**config.mk**
```make
export PLATFORM = sky130hd
export DESIGN_NAME = stack_with_positional_edit_flat
export DESIGN_NICKNAME = d
export VERILOG_FILES = /design/src/swpe_pkg.sv /design/src/swpe_in_if.sv /design/src/swpe_out_if.sv /design/src/swpe_ctrl.sv /design/src/swpe_dp.sv /design/src/stack_with_positional_edit.sv /design/src/flat_wrapper.sv
export VERILOG_INCLUDE_DIRS = /design/src /design/src/src
export SDC_FILE = /design/constraint.sdc
export NUM_CORES = 2
export LEC_CHECK = 0
export BUFFER_PORTS_ARGS = -buffer_cell sky130_fd_sc_hd__clkbuf_2
export CAP_MARGIN = 20
export CORE_MARGIN = 2
export CORE_UTILIZATION = 50
export DETAILED_ROUTE_END_ITERATION = 10
export PLACE_DENSITY = 0.66
export SYNTH_ARGS = -nofsm -noshare
export SYNTH_HDL_FRONTEND = slang
export SYNTH_SLANG_ARGS = --single-unit
```
**constraint.sdc**
```tcl
create_clock -name clk -period 11.8 [get_ports clk]
set_input_delay 0.59 -clock clk [delete_from_list [all_inputs] [get_ports clk]]
set_output_delay 0.59 -clock clk [all_outputs]
set_load 0.03 [all_outputs]
```
**src/assert_macros.svh**
```systemverilog
// assertion macros shared by the stack_with_positional_edit rtl
// no dependencies; included by the files that carry assertions
`ifndef ASSERT_MACROS_SVH
`define ASSERT_MACROS_SVH
`ifndef NO_ASSERTIONS
`define SWPE_ASSERT(label, clk, rst, prop) \
  label: assert property (@(posedge clk) disable iff (rst) prop) \
    else $error("swpe assertion failed");
`define SWPE_ASSERT_ALWAYS(label, clk, prop) \
  label: assert property (@(posedge clk) prop) \
    else $error("swpe assertion failed");
`else
`define SWPE_ASSERT(label, clk, rst, prop)
`define SWPE_ASSERT_ALWAYS(label, clk, prop)
`endif
`endif

```
**src/swpe_pkg.sv**
```systemverilog
// types and constants for the stack_with_positional_edit block
// no dependencies; used by the interfaces, controller, datapath and top level
`timescale 1ns / 1ps

package swpe_pkg;

  localparam int OP_W     = 3;
  localparam int WORD_W   = 64;
  localparam int POS_W    = 16;
  localparam int STATUS_W = 2;
  localparam int OCC_W    = 5;
  localparam int ACT_W    = 3;

  localparam logic [OP_W-1:0] OP_PUSH   = 3'd0;
  localparam logic [OP_W-1:0] OP_POP    = 3'd1;
  localparam logic [OP_W-1:0] OP_INSERT = 3'd2;
  localparam logic [OP_W-1:0] OP_DELETE = 3'd3;
  localparam logic [OP_W-1:0] OP_READ   = 3'd4;

  localparam logic [STATUS_W-1:0] ST_OK      = 2'd0;
  localparam logic [STATUS_W-1:0] ST_INVALID = 2'd1;
  localparam logic [STATUS_W-1:0] ST_FULL    = 2'd2;
  localparam logic [STATUS_W-1:0] ST_EMPTY   = 2'd3;

  localparam logic [ACT_W-1:0] ACT_NONE   = 3'd0;
  localparam logic [ACT_W-1:0] ACT_PUSH   = 3'd1;
  localparam logic [ACT_W-1:0] ACT_POP    = 3'd2;
  localparam logic [ACT_W-1:0] ACT_INSERT = 3'd3;
  localparam logic [ACT_W-1:0] ACT_DELETE = 3'd4;
  localparam logic [ACT_W-1:0] ACT_READ   = 3'd5;

  typedef struct packed {
    logic                capture;
    logic                execute;
    logic [ACT_W-1:0]    act;
    logic [STATUS_W-1:0] status;
  } swpe_cmd_t;

  typedef struct packed {
    logic [OP_W-1:0] op;
    logic            empty;
    logic            full;
    logic            pos_pos;
    logic            del_top;
    logic            read_ok;
  } swpe_flags_t;

endpackage

```
**src/swpe_in_if.sv**
```systemverilog
// request channel of the stack_with_positional_edit block
// depends on swpe_pkg
`timescale 1ns / 1ps

interface swpe_in_if;
  import swpe_pkg::*;

  logic                    valid;
  logic                    ready;
  logic [OP_W-1:0]         op;
  logic [WORD_W-1:0]       value;
  logic signed [POS_W-1:0] position;

  modport source (output valid, output op, output value, output position, input ready);
  modport sink (input valid, input op, input value, input position, output ready);
endinterface

```
**src/swpe_out_if.sv**
```systemverilog
// response channel of the stack_with_positional_edit block
// depends on swpe_pkg
`timescale 1ns / 1ps

interface swpe_out_if;
  import swpe_pkg::*;

  logic                valid;
  logic                ready;
  logic [STATUS_W-1:0] status;
  logic [OCC_W-1:0]    occupancy;
  logic [WORD_W-1:0]   top_word;
  logic [WORD_W-1:0]   read_word;

  modport source (output valid, output status, output occupancy, output top_word,
                  output read_word, input ready);
  modport sink (input valid, input status, input occupancy, input top_word,
                input read_word, output ready);
endinterface

```
**src/swpe_ctrl.sv**
```systemverilog
// controller: request handshake, operation decode and response valid
// depends on swpe_pkg; drives the datapath through swpe_cmd_t
`timescale 1ns / 1ps

module swpe_ctrl (
  input  logic                  clk,
  input  logic                  rst,
  input  logic                  req_valid,
  input  logic                  rsp_ready,
  input  swpe_pkg::swpe_flags_t flags,
  output logic                  req_ready,
  output logic                  rsp_valid,
  output swpe_pkg::swpe_cmd_t   cmd
);
  import swpe_pkg::*;

  localparam logic S_IDLE = 1'b0;
  localparam logic S_EXEC = 1'b1;

  logic state;
  logic state_next;
  logic out_valid;
  logic out_valid_next;

  assign req_ready = (state == S_IDLE) && (!out_valid || rsp_ready);
  assign rsp_valid = out_valid;

  always_comb begin
    cmd         = '0;
    cmd.capture = req_valid && req_ready;
    cmd.execute = (state == S_EXEC);
    cmd.act     = ACT_NONE;
    cmd.status  = ST_OK;
    case (flags.op)
      OP_PUSH: begin
        if (flags.full) cmd.status = ST_FULL;
        else cmd.act = ACT_PUSH;
      end
      OP_POP: begin
        if (flags.empty) cmd.status = ST_EMPTY;
        else cmd.act = ACT_POP;
      end
      OP_INSERT: begin
        if (flags.empty || !flags.pos_pos) cmd.status = ST_INVALID;
        else if (flags.full) cmd.status = ST_FULL;
        else cmd.act = ACT_INSERT;
      end
      OP_DELETE: begin
        if (flags.empty || !flags.pos_pos || flags.del_top) cmd.status = ST_INVALID;
        else cmd.act = ACT_DELETE;
      end
      OP_READ: begin
        if (!flags.read_ok) cmd.status = ST_INVALID;
        else cmd.act = ACT_READ;
      end
      default: begin
        cmd.status = ST_INVALID;
      end
    endcase
  end

  always_comb begin
    state_next     = state;
    out_valid_next = out_valid;
    case (state)
      S_IDLE: begin
        if (cmd.capture) state_next = S_EXEC;
      end
      S_EXEC: begin
        state_next = S_IDLE;
      end
      default: begin
        state_next = S_IDLE;
      end
    endcase
    if (cmd.execute) out_valid_next = 1'b1;
    else if (out_valid && rsp_ready) out_valid_next = 1'b0;
  end

  always_ff @(posedge clk) begin
    if (rst) begin
      state     <= S_IDLE;
      out_valid <= 1'b0;
    end else begin
      state     <= state_next;
      out_valid <= out_valid_next;
    end
  end
endmodule

```
**src/swpe_dp.sv**
```systemverilog
// datapath: request register, shifting entry array, count and response register
// depends on swpe_pkg and assert_macros.svh; commanded by swpe_ctrl
`timescale 1ns / 1ps
`include "assert_macros.svh"

module swpe_dp #(
  parameter int DEPTH = 16
) (
  input  logic                                  clk,
  input  logic                                  rst,
  input  swpe_pkg::swpe_cmd_t                   cmd,
  input  logic [swpe_pkg::OP_W-1:0]             req_op,
  input  logic [swpe_pkg::WORD_W-1:0]           req_value,
  input  logic signed [swpe_pkg::POS_W-1:0]     req_position,
  output swpe_pkg::swpe_flags_t                 flags,
  output logic [swpe_pkg::STATUS_W-1:0]         rsp_status,
  output logic [swpe_pkg::OCC_W-1:0]            rsp_occupancy,
  output logic [swpe_pkg::WORD_W-1:0]           rsp_top_word,
  output logic [swpe_pkg::WORD_W-1:0]           rsp_read_word
);
  import swpe_pkg::*;

  localparam int IDX_W = (DEPTH > 1) ? $clog2(DEPTH) : 1;
  localparam int CNT_W = $clog2(DEPTH + 1);
  localparam logic [CNT_W-1:0] CNT_MAX = CNT_W'(DEPTH);

  logic [OP_W-1:0]         op_q;
  logic [WORD_W-1:0]       value_q;
  logic signed [POS_W-1:0] pos_q;

  logic [WORD_W-1:0] entries [DEPTH];
  logic [WORD_W-1:0] entries_next [DEPTH];
  logic [CNT_W-1:0]  count;
  logic [CNT_W-1:0]  count_next;

  logic [POS_W-1:0]  posu;
  logic [POS_W-1:0]  cnt16;
  logic [POS_W-1:0]  cnt16_m1;
  logic [POS_W-1:0]  ins_k16;
  logic [POS_W-1:0]  del_k16;
  logic [IDX_W-1:0]  k;
  logic              do_ins;
  logic              do_del;
  logic [WORD_W-1:0] rd_word;

  always_ff @(posedge clk) begin
    if (cmd.capture) begin
      op_q    <= req_op;
      value_q <= req_value;
      pos_q   <= req_position;
    end
  end

  assign posu     = pos_q;
  assign cnt16    = POS_W'(count);
  assign cnt16_m1 = cnt16 - POS_W'(1);

  assign flags.op      = op_q;
  assign flags.empty   = (count == '0);
  assign flags.full    = (count == CNT_MAX);
  assign flags.pos_pos = !pos_q[POS_W-1] && (pos_q != '0);
  assign flags.del_top = (count == CNT_W'(1));
  assign flags.read_ok = !pos_q[POS_W-1] && (posu < cnt16);

  assign ins_k16 = (posu < cnt16) ? posu : cnt16;
  assign del_k16 = (posu < cnt16_m1) ? posu : cnt16_m1;
  assign do_ins  = (cmd.act == ACT_PUSH) || (cmd.act == ACT_INSERT);
  assign do_del  = (cmd.act == ACT_POP) || (cmd.act == ACT_DELETE);

  always_comb begin
    case (cmd.act)
      ACT_INSERT: k = IDX_W'(ins_k16);
      ACT_DELETE: k = IDX_W'(del_k16);
      default:    k = '0;
    endcase
  end

  // each entry takes its own value, the new word, or a neighbor
  for (genvar i = 0; i < DEPTH; i++) begin : g_entry
    localparam logic [IDX_W-1:0] I = IDX_W'(i);
    logic [WORD_W-1:0] below;
    logic [WORD_W-1:0] above;
    if (i == 0) begin : g_first
      assign above = value_q;
    end else begin : g_mid_a
      assign above = entries[i-1];
    end
    if (i == DEPTH - 1) begin : g_last
      assign below = entries[i];
    end else begin : g_mid_b
      assign below = entries[i+1];
    end
    always_comb begin
      entries_next[i] = entries[i];
      if (do_ins) begin
        if (I == k) entries_next[i] = value_q;
        else if (I > k) entries_next[i] = above;
      end else if (do_del) begin
        if (I >= k) entries_next[i] = below;
      end
    end
    always_ff @(posedge clk) begin
      if (cmd.execute) entries[i] <= entries_next[i];
    end
  end

  always_comb begin
    count_next = count;
    if (do_ins) count_next = count + CNT_W'(1);
    else if (do_del) count_next = count - CNT_W'(1);
  end

  assign rd_word = (cmd.act == ACT_READ) ? entries[IDX_W'(posu)] : '0;

  always_ff @(posedge clk) begin
    if (rst) begin
      count <= '0;
    end else if (cmd.execute) begin
      count <= count_next;
    end
  end

  always_ff @(posedge clk) begin
    if (cmd.execute) begin
      rsp_status    <= cmd.status;
      rsp_occupancy <= OCC_W'(count_next);
      rsp_top_word  <= (count_next != '0) ? entries_next[0] : '0;
      rsp_read_word <= rd_word;
    end
  end

  `SWPE_ASSERT(a_count_bound, clk, rst, count <= CNT_MAX)
  `SWPE_ASSERT(a_push_grows, clk, rst, cmd.execute && cmd.act == ACT_PUSH |=> count == $past(count) + CNT_W'(1))
  `SWPE_ASSERT(a_read_keeps, clk, rst, cmd.execute && cmd.act == ACT_READ |=> $stable(count))
endmodule

```
**src/stack_with_positional_edit.sv**
```systemverilog
// Bounded stack of 64-bit words (entry 0 is the top) with push, pop, insert
// at a position, delete at a position and indexed read.
// Channels: req (sink) carries op, value and position; rsp (source) carries
// status, occupancy, top_word and read_word. A transfer takes place on a
// rising clk edge with valid and ready both high; every request yields
// exactly one response.
// The request is registered on the accepting edge; on the next edge the entry
// array shifts in parallel and the response is registered and made valid.
// A new request is not taken until the controller has gone through its
// capture and execute steps.
// A new request is taken while the previous response is still held, as
// long as that response is taken in the same cycle; while the receiver
// stalls, the response holds and req.ready stays low.
// Reset (rst, synchronous, active high) empties the stack and drops any
// pending response; no clearing pass is needed.
// Depends on swpe_pkg, swpe_in_if, swpe_out_if, swpe_ctrl and swpe_dp.
`timescale 1ns / 1ps

module stack_with_positional_edit #(
  parameter int DEPTH = 16
) (
  input logic        clk,
  input logic        rst,
  swpe_in_if.sink    req,
  swpe_out_if.source rsp
);
  import swpe_pkg::*;

  swpe_cmd_t   cmd;
  swpe_flags_t flags;

  swpe_ctrl u_ctrl (
    .clk       (clk),
    .rst       (rst),
    .req_valid (req.valid),
    .rsp_ready (rsp.ready),
    .flags     (flags),
    .req_ready (req.ready),
    .rsp_valid (rsp.valid),
    .cmd       (cmd)
  );

  swpe_dp #(
    .DEPTH (DEPTH)
  ) u_dp (
    .clk           (clk),
    .rst           (rst),
    .cmd           (cmd),
    .req_op        (req.op),
    .req_value     (req.value),
    .req_position  (req.position),
    .flags         (flags),
    .rsp_status    (rsp.status),
    .rsp_occupancy (rsp.occupancy),
    .rsp_top_word  (rsp.top_word),
    .rsp_read_word (rsp.read_word)
  );
endmodule

```
**src/flat_wrapper.sv**
```systemverilog
// flat-port wrapper written by rule: the top's interface ports become plain ports
module stack_with_positional_edit_flat import swpe_pkg::*;
#(
  parameter int DEPTH = 16
)
  (clk, rst, req_valid, req_op, req_value, req_position, req_ready, rsp_valid, rsp_status, rsp_occupancy, rsp_top_word, rsp_read_word, rsp_ready);
  swpe_in_if req_i ();
  swpe_out_if rsp_i ();
  input logic clk;
  input logic rst;
  input wire logic [$bits(req_i.valid)-1:0] req_valid;
  input wire logic [$bits(req_i.op)-1:0] req_op;
  input wire logic [$bits(req_i.value)-1:0] req_value;
  input wire logic [$bits(req_i.position)-1:0] req_position;
  output wire logic [$bits(req_i.ready)-1:0] req_ready;
  output wire logic [$bits(rsp_i.valid)-1:0] rsp_valid;
  output wire logic [$bits(rsp_i.status)-1:0] rsp_status;
  output wire logic [$bits(rsp_i.occupancy)-1:0] rsp_occupancy;
  output wire logic [$bits(rsp_i.top_word)-1:0] rsp_top_word;
  output wire logic [$bits(rsp_i.read_word)-1:0] rsp_read_word;
  input wire logic [$bits(rsp_i.ready)-1:0] rsp_ready;
  assign req_i.valid = req_valid;
  assign req_i.op = req_op;
  assign req_i.value = req_value;
  assign req_i.position = req_position;
  assign req_ready = req_i.ready;
  assign rsp_valid = rsp_i.valid;
  assign rsp_status = rsp_i.status;
  assign rsp_occupancy = rsp_i.occupancy;
  assign rsp_top_word = rsp_i.top_word;
  assign rsp_read_word = rsp_i.read_word;
  assign rsp_i.ready = rsp_ready;
  stack_with_positional_edit #(.DEPTH(DEPTH)) u_core (.clk(clk), .rst(rst), .req(req_i), .rsp(rsp_i));
endmodule
```
[After elaboration in Yosys (flattened, before gate mapping)]
Memory sizes are Yosys's and may differ from the RTL's. A register that Yosys moved wholly into a read port is not among the register bits.
Index checks and enable logic that the tools add are counted.
Cells by class
  multiplexer cells: 102
  div/mod/pow operators: 0
  bitwise gates (word level): 1
  shifts and indexed selects: 0
  reductions and logical operators: 20
  equal/unequal tests: 26
  multiply operators: 0
  $add $sub $neg: 3
  $lt $le $gt $ge: 33
Operators by type and width (count)
  two-way mux 64 bit: 78
  == test 4 bit (first input constant): 8
  > comparator 4 bit (first input constant): 8
  greater-or-equal comparator 4 bit (first input constant): 7
  == test 3 x 4 -> 1 bit (first input constant): 4
  greater-or-equal comparator 3 x 4 -> 1 bit (first input constant): 4
  > comparator 3 x 4 -> 1 bit (first input constant): 4
  < comparator 16 bit: 1
  < comparator 16 x 5 -> 1 bit: 1
  nonzero test 16 bit: 1
  case mux 3 bit (5 select lines): 1
  == test 3 x 2 -> 1 bit (second input constant): 4
  two-way mux 2 bit: 6
  two-way mux 5 bit: 2
  case mux 2 bit (5 select lines): 1
  == test 3 bit (second input constant): 3
  == test 2 x 4 -> 1 bit (first input constant): 2
  greater-or-equal comparator 1 x 4 -> 1 bit (first input constant): 2
  greater-or-equal comparator 2 x 4 -> 1 bit (first input constant): 2
  > comparator 1 x 4 -> 1 bit (first input constant): 2
  > comparator 2 x 4 -> 1 bit (first input constant): 2
  two-way mux 1 bit: 8
  two-way mux 4 bit: 2
  case mux 4 bit (2 select lines): 1
  other kinds (18): 31
Storage, ports and cells
  bits of input ports: 87
  output and inout port bits: 137
  RAM bits: 1024
  memories: 1
  register bits: 161
  memory bits (read-only): 0
  latch bits: 0
Memory list
  u_core.u_dp.entries: depth 16, width 64, rd ports 17, clocked after Yosys merged registers in 1, write ports 16, line swpe_dp.sv:31  | logic [WORD_W-1:0] entries [DEPTH];

[Depth between registers and ports, before layout]
  depth after elaboration: 13
  depth in mapped cells: 20

[Hierarchy]
From an unflattened synthesis, not the netlist that was laid out.
Unflattened totals
  cells, all modules: 5174
  area total of the unflattened synthesis: 67673.7 um^2
By module, submodules not included
  swpe_dp: area each 67447.2 um^2, instances 1, seq. area each 37395.9 um^2, cells each 5146
  swpe_ctrl: area each 226.5 um^2, instances 1, seq. area each 40.0 um^2, cells each 28

[Least setup slack after synthesis]
OpenSTA, ideal clock, no wires.
  path type: register -> register
  from: reg u_core.u_ctrl.state
  to: mem u_core.u_dp.entries[1][0] (enable)
  path slack: 1415 ps
  cell stages (with the launch flop): 7
  period minus slack after synthesis: 10385 ps
  setup time: 487 ps
  buffers on the path: 1
  arrival: 9898 ps
  cells stage by stage: dfxtp_1 -> clkbuf_1 -> o21ai_1 -> or2_2 -> inv_1 -> nand2_1 -> nor2_1
RTL lines
  start, declared: line swpe_ctrl.sv:20  | logic state;
  start signal, assigned: line swpe_ctrl.sv:85  | state <= state_next;
  end, declared: line swpe_dp.sv:31

==> summary.txt <==
Status
  – Outcome: completed

Detailed routing
  – DRC Markers: 0
  – Met2 WL post-DR: about 93000 µm
  – Detail Route Antenna Nets: 0
  – Routed len/inst: 27.5 µm
  – Via Count: 46489
  – DR WL met3: 17800 µm
  – Highest metal used: met5
  – Total wire length: 201000 µm
  – DRT met1 WL: 83800 µm
  – TritonRoute pass-1 iters: 7
  – Initial DRC count: 6328
  – DR vias/cell: 6.37

Pwr
  – Power, Total: approximately 10 mW
  – Internal power: between 7 and 8 mW
  – Clock share of power: 0.418
  – Sequential share of power: 0.500
  – Leak Pwr: 28.7 nW
  – Gate power share: 0.083
  – Pwr dens: 137 nW/µm²
  – Net Switching: around 2.5 mW
  – Peak supply drop: 0.121 mV
  – Switching Share: 0.244

Setup path
  – Crit-path cells: buf_4 > nor3_1 > nand2_1 > o211ai_1 > a21oi_1 > o21ai_2 > or2_2 > clkinv_2 > nand2_1 > nor2_4 > buf_4
  – Cell family with most CP delay: buffers and inverters
  – Bufs and invs on worst path: 3
  – Worst path slowest cell: buf_4
  – Req. time, crit path: 12.20 ns
  – Critical path arrival: 7.26 ns
  – Critical Path Max Stage Delay: slightly below 1 ns
  – Crit end category: flop
  – Crit path max fanout: 55
  – Setup Crit Path Kind: flop to flop
  – Crit start category: flop

Timing
  – Endpoints failing setup: 0
  – Fin crit period: 6.86 ns
  – Hold_ws: 0.0886 ns
  – Max Slew Vio Count: 0
  – Setup Skew: between 0.015 and 0.02 ns
  – Setup TNS: 0 ns
  – Worst slew pin tran: 1.34 ns
  – Period utilization: 0.581
  – Rel. slew slack: 0.108
  – Final Hold Vio Count: 0
  – Unrepaired setup endpoints after global routing: no
  – Maximum clock rate: 146 MHz

Global routing
  – Global-route wire length before repair: 295000 µm
  – Antenna violations before repair: 3
  – Largest net degree at the start of global routing: 310
  – Vias in the first global route: between 40000 and 50000
  – Total gr overflow: 0
  – Total GRT Usage: 0.287

Floorplan
  – Die ar.: between 100000 and 150000 µm²
  – Die H: around 370 µm
  – Ports: around 220
  – Initial core utilization: 0.502
  – Area of the core: 135000 µm²
  – Die Width: 372 µm
  – Rows: 135

Logic synthesis
  – Sequential-to-total area share from yosys stat: 0.553
  – Yosys Warn Count: 0
  – Post-Syn Area: 67700 µm²
  – Post-synth cell types: 67
  – Dominant cells by area after synthesis: edfxtp_1 55%, mux2i_1 13%, mux4_2 11%
  – Post-synth top area share: 0.551
  – Synth Instances: 5356
  – Synth Area per Inst: roughly 13 µm²
  – EDFF count, synth: 1242
  – Asr flop ratio synth: 0
  – Mapped Nets: ~5500
  – Ys flop type: edfxtp_1
  – Post-synthesis register bit count: approximately 1200
  – Cell taking the most area after synthesis: edfxtp_1

Cells and area
  – Number of diodes: 0
  – Area Growth Syn to Fin: 10.8%
  – Fin util: 0.556
  – Nets: 5512
  – Share of cells above drive strength 1: 0.171
  – FILL cells: 11109

Clock network
  – Post-CTS Resized: 0
  – Clock latency on the worst-skew pair: about 0.80 ns
  – H-tree depth: 4
  – CTS root buf: clkbuf_16
  – Num CTS Buffers: 142
  – Sink Count: 1249
  – Hold buffers post-CTS: 80
  – TritonCTS clock tree: yes
  – Clk buf depth: 3
  – Clock Pin Slew Worst Setup and Hold Paths: approximately 0.060 ns
  – Setup bufs post-CTS: 0

Placement
  – Gpl congestion: 0.807
  – IO buf count: 223
  – Post-DP HPWL: 108000 µm

Min path
  – Class of the worst hold path: primary input to flop

Run
  – # Max-Cap Violations: 0
[state kept, by name (all words and copies together) (netlist names)]
signal / flops
u_core.u_dp.g_entry.above: 64
u_core.u_dp.op_q: 3
u_core.u_dp.rsp_top_word: 64
u_core.u_ctrl.state: 1
u_core.u_dp.rsp_status: 2
u_core.u_ctrl.rsp_valid: 1
u_core.u_dp.rsp_occupancy: 5
u_core.u_dp.entries: 1024
u_core.u_dp.rsp_read_word: 64
u_core.u_dp.count: 5
u_core.u_dp.pos_q: 16
[worst reg2reg max path: stages (launching register included)]
cell and delay (ns):
edfxtp_1 0.75, buf_4 0.85, nor3_1 0.12, nand2_1 0.32, o211ai_1 0.15, a21oi_1 0.79
o21ai_2 0.46, or2_2 0.52, clkinv_2 0.53, nand2_1 0.33, nor2_4 0.64, buf_4 0.97
[path summary, 6_finish.rpt]
| check | start | end | slack (ns) | cells past startpoint |
|---|---|---|---|---|
| worst max-delay path | u_core.u_dp.pos_q[1] | u_core.u_dp.entries[1][62] | 4.94 | 11 |
| worst min-delay path | req_value[60] | u_core.u_dp.g_entry[0].above[60] | 0.09 | 1 |
| worst max register to register | u_core.u_dp.pos_q[1] | u_core.u_dp.entries[1][62] | 4.94 | 11 |
| worst min register to register | u_core.u_ctrl.rsp_valid | u_core.u_ctrl.rsp_valid | 0.54 | 2 |
[cell usage after synthesis (4+ instances only)]
cell type  instances
a21boi_0           4
a21oi_1           85
a22oi_1           67
buf_1             22
buf_2             77
buf_4             40
buf_6             14
clkbuf_1         342
dfxtp_1            7
edfxtp_1        1242
ha_1              22
inv_1             14
mux2_2            64
mux2i_1          900
mux4_2           320
nand2_1          974
nand3_1           66
nand4_1            5
nand4b_1           4
nor2_1            32
nor2b_1           67
nor3_1             8
nor4_1             4
nor4b_1            4
o21ai_0          733
o21ai_1          174
xnor2_1            8
[cells in the final DEF (no fill, tap or decap), drive strengths merged, types with 62 or more instances in the layout]
master | synthesis | layout
clkinv | 1 | 62
mux4 | 320 | 320
nor2b | 67 | 67
edfxtp | 1242 | 1242
mux2i | 900 | 900
nand3 | 67 | 67
mux2 | 64 | 64
buf | 153 | 95
clkbuf | 342 | 402
nand2 | 974 | 974
o21ai | 908 | 908
a22oi | 67 | 67
a21oi | 85 | 85
dlygate4sd3 | 0 | 80
[per-layer routing]
metal | track usage | vias up
li1 | - | 20410
met1 | 0.411 | 23358
met2 | 0.444 | 2380
met3 | 0.0517 | 339
met4 | 0.0920 | 2
met5 | 0 | -
[kinds of logic (layout without fill, tap and decap cells)]
group	count (synthesis)	in the layout	share of synthesized area
buf+inv	510	667	0.0335
simple gates	1185	1185	0.0725
flops	1249	1249	0.553
compound gates	1098	1098	0.0860
xor+xnor	8	8	0.00103
fa+ha+maj	22	22	0.00406
mux	1284	1284	0.250
[stage by stage]
step | cells | setup WS [ns] | area (µm²)
2_1_floorplan | 5356 | 1.42 | 67700
3_5_place_dp | 6960 | 5.04 | 69800
5_1_grt | 7294 | 4.63 | 75000
6_report | 7294 | 4.94 | 75000
4_1_cts | 7294 | 4.97 | 75000
3_3_place_gp | 6960 | 5.11 | 69800
[layout make-up]
cell class | instances | area, µm² | area share
well taps | 1781 | 2230 | 0.0297
clock inverters | 75 | 586 | 0.00781
clock buffers | 179 | 3780 | 0.0504
multi-input cells | 3597 | 28200 | 0.376
repair buffers | 398 | 2690 | 0.0359
flip-flops and latches | 1249 | 37400 | 0.499
inverters | 15 | 61.3 | 0.000817
[power by group through the flow]
stage	sequential, mW	clock [mW]	combinational (mW)
after CTS	5.13	4.35	0.844
after global placement	5.22	0	0.808
after detailed placement	5.22	0	0.821
after global routing	5.14	4.50	0.914
after floorplan	5.21	0	0.558
final	5.13	4.29	0.848
(Power assumes the default switching activity.)
